### src/sv/dbl_pkg.sv
// shared types and constants for the depth bin light range builder
package dbl_pkg;

  localparam int BIN_RANGE_W = 15;
  localparam int IDX_W = 16;
  localparam int MULT_W = 32;
  localparam logic [15:0] MARKER_RESET = 16'd257;

  typedef struct packed {
    logic signed [23:0] depth_near;
    logic signed [23:0] depth_far;
    logic               final_light;
  } item_t;

  typedef struct packed {
    logic [5:0]  bin_number;
    logic [15:0] first_light;
    logic [15:0] last_light_index;
    logic        overflow;
    logic        bin_final;
  } result_t;

  typedef struct packed {
    logic                   hit_en;
    logic [BIN_RANGE_W-1:0] lo;
    logic [BIN_RANGE_W-1:0] hi;
    logic [IDX_W-1:0]       idx;
  } update_t;

endpackage

### src/sv/dbl_cell.sv
// one bin cell: running first and last light index, shifts toward the output
module dbl_cell #(
  parameter int BIN_ID = 0
) (
  input  logic                  clk,
  input  logic                  rst,
  input  dbl_pkg::update_t      upd,
  input  logic                  shift,
  input  logic [15:0]           next_first,
  input  logic [15:0]           next_last,
  output logic [15:0]           first,
  output logic [15:0]           last
);

  localparam logic [dbl_pkg::BIN_RANGE_W-1:0] ID = dbl_pkg::BIN_RANGE_W'(BIN_ID);

  logic hit;

  assign hit = upd.hit_en && (ID >= upd.lo) && (ID <= upd.hi);

  always_ff @(posedge clk) begin
    if (rst) begin
      first <= dbl_pkg::MARKER_RESET;
      last  <= '0;
    end else if (shift) begin
      first <= next_first;
      last  <= next_last;
    end else if (hit) begin
      if (upd.idx < first) first <= upd.idx;
      if (upd.idx > last) last <= upd.idx;
    end
  end

endmodule

### src/sv/dbl_front.sv
// input stage: depth to bin range, light index counter and overflow flag
module dbl_front #(
  parameter int NUM_BINS = 64,
  parameter int MAX_LIGHTS = 256
) (
  input  logic                  clk,
  input  logic                  rst,
  input  logic                  accept,
  input  dbl_pkg::item_t        item,
  input  logic                  frame_done,
  output dbl_pkg::update_t      upd,
  output logic                  upd_final,
  output logic                  overflow_flag
);

  localparam int CNT_W = $clog2(MAX_LIGHTS + 1);
  localparam logic [CNT_W-1:0] MAX_CNT = CNT_W'(MAX_LIGHTS);
  localparam logic signed [dbl_pkg::MULT_W-1:0] NB = dbl_pkg::MULT_W'(NUM_BINS);
  localparam logic signed [dbl_pkg::MULT_W-1:0] ROUND_UP = dbl_pkg::MULT_W'(65535);

  logic [CNT_W-1:0]                  light_counter;
  logic signed [dbl_pkg::MULT_W-1:0] near_ext, far_ext, prod_near, prod_far;
  logic [dbl_pkg::BIN_RANGE_W-1:0]   lo_next, hi_next;
  logic                              room, skip;

  assign near_ext  = {{(dbl_pkg::MULT_W-24){item.depth_near[23]}}, item.depth_near};
  assign far_ext   = {{(dbl_pkg::MULT_W-24){item.depth_far[23]}}, item.depth_far};
  assign prod_near = near_ext * NB;
  assign prod_far  = far_ext * NB + ROUND_UP;
  assign lo_next   = (item.depth_near <= 0) ? '0 : prod_near[30:16];
  assign hi_next   = (item.depth_far <= 0) ? '0 : prod_far[30:16];
  assign room      = light_counter < MAX_CNT;
  assign skip      = item.depth_near[23] && item.depth_far[23];

  always_ff @(posedge clk) begin
    if (rst) begin
      light_counter <= '0;
      overflow_flag <= 1'b0;
      upd.hit_en    <= 1'b0;
      upd_final     <= 1'b0;
    end else begin
      upd.hit_en <= accept && room && !skip;
      upd_final  <= accept && item.final_light;
      if (accept) begin
        upd.lo  <= lo_next;
        upd.hi  <= hi_next;
        upd.idx <= dbl_pkg::IDX_W'(light_counter);
      end
      if (frame_done) begin
        light_counter <= '0;
        overflow_flag <= 1'b0;
      end else if (accept) begin
        if (room) light_counter <= light_counter + 1'b1;
        else overflow_flag <= 1'b1;
      end
    end
  end

endmodule

### src/sv/depth_bin_light_range_builder_top.sv
// top level of the depth bin light range builder
// Usage: lights come in depth order, one transfer per cycle while busy is low,
// start high with the light on item. Each light gets the next index in arrival
// order; the front stage turns its near and far depth into a bin range and the
// row of NUM_BINS bin cells updates first and last index in the next cycle.
// A light marked final_light closes the frame: busy goes high; once upd_final and
// then out_active are registered, the cell row shifts toward the output, one bin per
// cycle, so NUM_BINS results with strobe high follow back to back, bin 0
// first, bin_final set on the last. The shift pulls the empty marker and zero
// into the row, so the store is clear when busy drops again.
// Throughput: one light per cycle within a frame; at the end of a frame busy
// stays high while upd_final is set and while the cell chain shifts out.
// cfg_we writes the empty marker; it is used at the next clear of the row.
// Reset sets marker to 257, all bins empty, counter and overflow to zero.
// Results are shown for one cycle only; the receiver cannot stall them.
module depth_bin_light_range_builder_top #(
  parameter int NUM_BINS = 64,
  parameter int MAX_LIGHTS = 256
) (
  input  logic              clk,
  input  logic              rst,
  input  logic              start,
  output logic              busy,
  input  dbl_pkg::item_t    item,
  output logic              strobe,
  output dbl_pkg::result_t  result,
  input  logic              cfg_we,
  input  logic [15:0]       cfg_data
);

  localparam int BIN_W = $clog2(NUM_BINS);
  localparam logic [BIN_W-1:0] LAST_BIN = BIN_W'(NUM_BINS - 1);

  dbl_pkg::update_t upd;
  logic             upd_final, overflow_flag, accept;
  logic             out_active, out_overflow;
  logic [BIN_W-1:0] out_count;
  logic [15:0]      marker;
  logic [15:0]      first_chain [NUM_BINS+1];
  logic [15:0]      last_chain [NUM_BINS+1];

  assign accept = start && !busy;
  assign busy   = upd_final || out_active;

  always_ff @(posedge clk) begin
    if (rst) begin
      marker <= dbl_pkg::MARKER_RESET;
    end else if (cfg_we) begin
      marker <= cfg_data;
    end
  end

  dbl_front #(
    .NUM_BINS   (NUM_BINS),
    .MAX_LIGHTS (MAX_LIGHTS)
  ) u_front (
    .clk           (clk),
    .rst           (rst),
    .accept        (accept),
    .item          (item),
    .frame_done    (upd_final),
    .upd           (upd),
    .upd_final     (upd_final),
    .overflow_flag (overflow_flag)
  );

  assign first_chain[NUM_BINS] = marker;
  assign last_chain[NUM_BINS]  = '0;

  for (genvar b = 0; b < NUM_BINS; b++) begin : g_cell
    dbl_cell #(
      .BIN_ID (b)
    ) u_cell (
      .clk        (clk),
      .rst        (rst),
      .upd        (upd),
      .shift      (out_active),
      .next_first (first_chain[b+1]),
      .next_last  (last_chain[b+1]),
      .first      (first_chain[b]),
      .last       (last_chain[b])
    );
  end

  always_ff @(posedge clk) begin
    if (rst) begin
      out_active <= 1'b0;
      out_count  <= '0;
    end else if (upd_final) begin
      out_active <= 1'b1;
      out_count  <= '0;
    end else if (out_active) begin
      out_count <= out_count + 1'b1;
      if (out_count == LAST_BIN) out_active <= 1'b0;
    end
  end

  always_ff @(posedge clk) begin
    if (upd_final) out_overflow <= overflow_flag;
  end

  assign strobe                  = out_active;
  assign result.bin_number       = 6'(out_count);
  assign result.first_light      = first_chain[0];
  assign result.last_light_index = last_chain[0];
  assign result.overflow         = out_overflow;
  assign result.bin_final        = out_count == LAST_BIN;

`ifndef SYNTHESIS
  a_strobe_busy: assert property (@(posedge clk) disable iff (rst)
    strobe |-> busy) else $error("result transfer while not busy");

  a_end_of_burst: assert property (@(posedge clk) disable iff (rst)
    strobe && result.bin_final |=> !strobe) else $error("results past the last bin");

  a_bin_order: assert property (@(posedge clk) disable iff (rst)
    strobe && !result.bin_final |=>
      strobe && result.bin_number == 6'($past(result.bin_number) + 6'd1))
    else $error("bins out of order");

  a_burst_start: assert property (@(posedge clk) disable iff (rst)
    upd_final |=> strobe && result.bin_number == 6'd0)
    else $error("burst does not start at bin zero");

  a_no_accept_in_burst: assert property (@(posedge clk) disable iff (rst)
    strobe |-> !accept) else $error("light taken during result burst");
`endif

endmodule

### config.mk
export PLATFORM = sky130hd
export DESIGN_NAME = depth_bin_light_range_builder_top
export DESIGN_NICKNAME = d
export VERILOG_FILES = /design/src/sv/dbl_pkg.sv /design/src/sv/dbl_cell.sv /design/src/sv/dbl_front.sv /design/src/sv/depth_bin_light_range_builder_top.sv
export SDC_FILE = /design/constraint.sdc
export NUM_CORES = 2
export LEC_CHECK = 0
export BUFFER_PORTS_ARGS = -buffer_cell sky130_fd_sc_hd__buf_4
export CORE_AREA = 2 2 579 581
export CTS_CLUSTER_SIZE = 28
export DETAILED_ROUTE_END_ITERATION = 6
export DIE_AREA = 0 0 581 583
export PLACE_DENSITY = 0.42
export SLEW_MARGIN = 20
export SYNTH_ARGS = -nofsm -noshare
export SYNTH_HDL_FRONTEND = slang
export SYNTH_SLANG_ARGS = --single-unit
### constraint.sdc
create_clock -name clk -period 4.9 [get_ports clk]
set_clock_uncertainty 0.1 [all_clocks]
set_input_delay 0.49 -clock clk [delete_from_list [all_inputs] [get_ports clk]]
set_output_delay 0.49 -clock clk [all_outputs]
set_load 0.01 [all_outputs]
# After elaboration in Yosys (flattened, before gate mapping)
# Cells that the tools add are included.
[op_classes] n_addsub=3 n_lt_le_gt_ge=259 n_eq_ne=1 mux=384 bitwise=2 n_reduce_logical=460
[ops] cell="2-to-1 mux 16 bit" n=381
[ops] cell="less-than comparator 9 x 16 -> 1 bit" n=64
[ops] cell="greater-than comparator 9 x 16 -> 1 bit" n=63
[ops] cell="greater-or-equal comparator 6 x 15 -> 1 bit (first input constant)" n=32
[ops] cell="less-or-equal comparator 6 x 15 -> 1 bit (first input constant)" n=32
[ops] cell="nonzero test 2 bit" n=191
[ops] cell="AND reduction 2 bit" n=131
[ops] cell="greater-or-equal comparator 5 x 15 -> 1 bit (first input constant)" n=16
[ops] cell="less-or-equal comparator 5 x 15 -> 1 bit (first input constant)" n=16
[ops] cell="logical AND 1 bit" n=133
[ops] cell="greater-or-equal comparator 4 x 15 -> 1 bit (first input constant)" n=8
[ops] cell="less-or-equal comparator 4 x 15 -> 1 bit (first input constant)" n=8
[ops] cell="greater-or-equal comparator 3 x 15 -> 1 bit (first input constant)" n=4
[ops] cell="less-or-equal comparator 3 x 15 -> 1 bit (first input constant)" n=4
[ops] cell="less-or-equal comparator 24 x 1 -> 1 bit (second input constant)" n=2
[ops] cell="adder 30 x 17 -> 31 bit (second input constant)" n=1
[ops] cell="greater-or-equal comparator 1 x 15 -> 1 bit (first input constant)" n=2
[ops] cell="greater-or-equal comparator 2 x 15 -> 1 bit (first input constant)" n=2
[ops] cell="less-or-equal comparator 1 x 15 -> 1 bit (first input constant)" n=2
[ops] cell="less-or-equal comparator 2 x 15 -> 1 bit (first input constant)" n=2
[ops] cell="adder 9 x 1 -> 9 bit (second input constant)" n=1
[ops] cell="greater-than comparator 9 bit" n=1
[ops] cell="less-than comparator 9 bit (second input constant)" n=1
[ops] cell="adder 6 x 1 -> 6 bit (second input constant)" n=1
[ops] cell="other kinds (6)" n=11
[totals] reg_bits=2115 input_bits=69 out_inout_bits=42 wordCells=1248

# Logic depth before layout (Yosys ltp)
[depth] depth_word=5 mapped_depth=13 mapped_depth_nobuf=8

# Least setup slack after synthesis
# No wires, ideal clock.
[synth_timing] path_kind="register to register" startpoint="register u_front.upd[1] (netlist name)" endpoint="register g_cell[52].u_cell.last[7]" setup_ns=0.091 arrival_time_ns=4.955 t_required_ns=4.709 slack_ns=-0.246 stages_incl_launch_ff=9 path_buffers=1 synth_period_minus_slack_ns=5.146 path_cell_list="edfxtp_1 ha_1 nor2b_1 o211ai_1 a21oi_1 o41ai_1 clkbuf_1 nor3_1 a311oi_1"
[synth_via] elab_chain_len=3
[synth_rtl] item="greater-than comparator 9 x 16 -> 1 bit" line="dbl_cell.sv:30" text="if (upd.idx > last) last <= upd.idx;"
[synth_rtl] item="nonzero test 2 bit (no line)"
[synth_rtl] item="AND reduction 2 bit (no line)"
[synth_rtl] item="end signal, assigned" line="dbl_cell.sv:27" text="last <= next_last;"
[synth_rtl] item="end signal, assigned" line="dbl_cell.sv:30"
[synth_rtl] item="end, declared" line="dbl_cell.sv:12" text="output logic [15:0] last"
# Every way passes these cells.
# A chain may end at the register's enable or synchronous reset.

# Worst setup path after layout
[layout_timing] startpoint="register u_front.upd[38] (netlist name)" endpoint="register g_cell[56].u_cell.last[3]"
[layout_via] elab_chain_len=5
[layout_rtl] item="greater-or-equal comparator 6 x 15 -> 1 bit" line="dbl_cell.sv:19" text="assign hit = upd.hit_en && (ID >= upd.lo) && (ID <= upd.hi);"
[layout_rtl] item="logical AND 1 bit (2 in series)" line="dbl_cell.sv:19"
[layout_rtl] item="nonzero test 2 bit (no line)"
[layout_rtl] item="AND reduction 2 bit (no line)"
[layout_rtl] item="end signal, assigned" line="dbl_cell.sv:27"
[layout_rtl] item="end signal, assigned" line="dbl_cell.sv:30"
[layout_rtl] item="end, declared" line="dbl_cell.sv:12"
# Every way passes these cells.

==> results by group <==
Die
  – # rows: 212
  – Die W: 581 um
  – CORE AREA: 0.3324 mm2
  – Chip height: 583 um
  – Initial Util: 29.92%
  – Area of the die: 0.3387 mm2
  – # IOs: 111

Power and ir drop
  – Leak: 46.37 nW
  – Tot Pwr: 0.03550 W
  – Worst IR Drop VDD: 0.2644 mV
  – Power Density: 312.9 mW/mm2

Clock tree
  – CTS buffer count: 213
  – CTS clk-pin slew, worst paths: 0.07 ns
  – Setup Fix Bufs, Post-CTS: 0
  – Post-CTS sizing: 0
  – Skew-Pair Late Insertion Delay: 0.92 ns
  – CTS hold repair buffers: 57
  – Bufs on Longest Clock Path: 4
  – CTS H-tree lvls: 4
  – Clk root buf: clkbuf_16
  – CTS tree: built
  – CTS Sinks: 1674

Placement
  – Dpl ws: 0.9145 ns
  – GP Congestion: 0.8340
  – Port Buffers: 103
  – Final HPWL DP: 229800 um
  – Post-DP Area: 0.1057 mm2

Route
  – Wirelength per Cell: 20.94 um
  – Vias/cell: 5.296
  – Remaining DRCs: 0
  – Vias: 85680
  – Drt pass-1 iters: 5
  – Antenna Nets Post-Route: 0
  – Iter 0 DRT Violations: 5194
  – DRT Wirelength: 338800 um

GRT
  – Global-route wire length before repair: 525700 um
  – Initial antenna violation count: 10
  – Global Route Usage Sum: 19.47%
  – Total grt overflow: 0
  – Number of global-route vias before repair: 85270
  – Largest net degree at the start of global routing: 209

Synthesis
  – Synth Area in XOR/XNOR: 0.1761%
  – Post-synth EDFFs: 39
  – Cells after Synth: 11850
  – Mux contribution to synthesized area: 7.718%
  – Sequential fraction of the synthesis area: 34.09%
  – Synth Area in Simple Gates: 15.45%
  – Yosys top cell area share: 32.91%
  – Main synth FF type: dfxtp_1
  – Syn avg cell area: 8.394 um2
  – Synth top area cells: dfxtp_1 33%, ha_1 14%, mux2i_1 6.1%, a211oi_1 6.0%, a21oi_1 4.4%
  – Async SR Flop Fraction: 0%
  – Mapped cell area: 0.09945 mm2
  – Compound-gate portion of the synthesized area: 21.07%
  – Synth unique cells: 92
  – Yosys reg bits: 1674
  – Largest family of logic cells by synthesized area: compound AO/OA/AOI/OAI gates
  – Adder-Cell Fraction of Synth Area: 13.71%
  – Ys Warns: 0
  – Area leader, netlist: dfxtp_1

Status
  – Status: finished clean

STA
  – Pins Over Slew Limit: 0
  – Setup TNS: 0 ns
  – Final period utilization: 84.97%
  – Slew margin rel.: 12.31%
  – Final setup viols: 0
  – Setup ws final: 0.7363 ns
  – Min cycle time layout: 4.164 ns
  – RSZ-0062 raised after global routing: false
  – Worst-Margin Slew: 1.315 ns
  – Max Clock Freq: 240.2 MHz
  – Hold Vio Cnt, Final: 0

Layout
  – Fin nets: 12770
  – Syn-to-layout area delta: 14.07%
  – Post-route cell area: 0.1134 mm2
  – Layout cells sized above 1: 8.881%
  – Post-layout util: 34.13%

Min path
  – WHS Path Cells: 3
  – Type of the tightest min-delay check: in2reg
  – Worst hold endpoint: u_front.upd[22]$_SDFFCE_PP0P_
  – Hold Path Origin: item[17]

Worst setup path
  – Crit path kind: reg2reg
  – Worst-path fanout max: 17
  – Critical path capture point type: register
  – R2R Path End: g_cell[56].u_cell.last[3]$_SDFFE_PP0P_
  – Worst endpoint data arrival time: 4.76 ns
  – R2R cell count: 7
  – Startpoint types: register
  – Required time of the critical path: 5.49 ns
  – R2R setup slack: 0.74 ns
  – Worst r2r src: u_front.upd[38]$_SDFFCE_PP0P_

Flow run
  – MaxCap Viol Count: 0
power breakdown:
part | total, W | switching, W | internal, W
Combinational | 0.00457 | 0.00283 | 0.00174
Clock | 0.0163 | 0.00670 | 0.00962
Sequential | 0.0146 | 0.000409 | 0.0142
Total | 0.0355 | 0.00993 | 0.0256
area by class of cell:
| class | count | area [um2] |
|---|---|---|
| repair buffers | 445 | 4474 |
| clock inverters | 80 | 944.7 |
| well taps | 4387 | 5489 |
| multi-input cells | 8197 | 58320 |
| clock buffers | 312 | 6242 |
| fillers | 34470 | 218900 |
| diodes | 2 | 5.005 |
| inverters | 1081 | 4068 |
| flip-flops and latches | 1674 | 33910 |
worst max-delay path by stage:
stage	slack [ns]	start	cells after the start	end
4_1_cts	0.83	u_front.upd[26]$_SDFFCE_PP0P_	7	g_cell[50].u_cell.first[1]$_SDFFE_PP0P_
5_1_grt	0.61	u_front.upd[26]$_SDFFCE_PP0P_	7	g_cell[50].u_cell.first[6]$_SDFFE_PP0P_
3_5_place_dp	0.91	u_front.upd[38]$_SDFFCE_PP0P_	7	g_cell[56].u_cell.last[3]$_SDFFE_PP0P_
3_3_place_gp	0.77	u_front.upd[26]$_SDFFCE_PP0P_	6	g_cell[34].u_cell.first[5]$_SDFFE_PP0P_
6_report	0.74	u_front.upd[38]$_SDFFCE_PP0P_	7	g_cell[56].u_cell.last[3]$_SDFFE_PP0P_
2_1_floorplan	-0.13	u_front.upd[1]$_DFFE_PP_	7	g_cell[35].u_cell.last[0]$_SDFFE_PP0P_
through the flow:
step / std cells / hold slack, ns
after floorplan: 11860 / 0.3088
after global placement: 15720 / 0.3146
after detailed placement: 15730 / 0.3248
after CTS: 16180 / 0.001024
after global routing: 16180 / 0.03701
final: 16180 / 0.08814
critical path: stages, from the launching register on:
cell	delay [ns]
edfxtp_1	0.46
nor4_4	0.69
nand3_2	0.56
nor3_1	0.91
buf_4	0.31
o21a_1	0.36
and2_1	0.37
a2111oi_0	0.18
synth_stat cells, drive strengths merged, types with 7 or more instances:
cell / count
dfxtp: 1635
ha: 1090
inv: 1081
nor2: 1032
a21oi: 867
a211oi: 802
clkbuf: 731
nor3: 642
mux2i: 603
nand2: 582
nand3: 515
a21o: 348
a311oi: 272
o21ai: 244
buf: 173
mux2: 143
nand4: 137
o211ai: 131
nor2b: 123
a2111oi: 104
nor4: 93
o21a: 70
edfxtp: 39
a211o: 33
and2: 25
or2: 24
and3: 23
nor3b: 23
o22ai: 21
and4: 20
or3: 20
a221o: 19
a31oi: 17
a221oi: 15
o31a: 15
xor2: 15
o31ai: 14
or4: 13
o2111ai: 11
nand2b: 10
o21bai: 8
o311ai: 7
cell usage in the layout, fill, tap and decap left out, types with 33 or more instances in the layout:
| cell type | synthesis | final |
|---|---|---|
| dfxtp_1 | 1635 | 1634 |
| mux2_2 | 135 | 126 |
| clkbuf_8 | 0 | 54 |
| nand4_1 | 137 | 137 |
| edfxtp_1 | 39 | 39 |
| a21oi_1 | 865 | 864 |
| a311oi_1 | 272 | 272 |
| a2111oi_1 | 3 | 45 |
| o211ai_1 | 129 | 129 |
| clkbuf_16 | 0 | 213 |
| nor3_1 | 638 | 626 |
| o21ai_0 | 187 | 184 |
| dlygate4sd3_1 | 0 | 57 |
| inv_1 | 1080 | 1079 |
| nor2b_1 | 123 | 115 |
| a21o_1 | 348 | 348 |
| o21a_1 | 70 | 70 |
| mux2i_1 | 603 | 603 |
| buf_12 | 0 | 76 |
| nand3_1 | 513 | 513 |
| a2111oi_0 | 99 | 52 |
| nor4_1 | 91 | 91 |
| clkbuf_1 | 730 | 45 |
| clkinv_2 | 0 | 45 |
| buf_4 | 47 | 310 |
| nand2_1 | 582 | 582 |
| ha_1 | 1090 | 1090 |
| o21ai_2 | 40 | 45 |
| a211o_1 | 33 | 33 |
| nor2_1 | 1031 | 1019 |
| a211oi_1 | 794 | 790 |
registers in the layout (all words and copies together) (netlist names):
name	flops
g_cell.u_cell.first	1024
g_cell.u_cell.last	576
u_front.upd	39
marker	16
u_front.light_counter	9
out_count	6
out_overflow	1
strobe	1
u_front.overflow_flag	1
u_front.upd_final	1
layer usage:
metal	track usage [%]	vias up	share of wire, %
met5	0	-	0
met4	6.278	0	3.2
met3	1.801	445	3.1
met2	31.83	1399	45
met1	26.84	41390	48
li1	-	42450	-
logic make-up after synthesis:
kind of cell,Yosys count
other cells,1
simple gates,3297
xor+xnor,20
flops,1674
fa+ha+maj,1090
mux,746
compound gates,3035
buf+inv,1985
No activity file was read; power rests on OpenSTA's default activity.
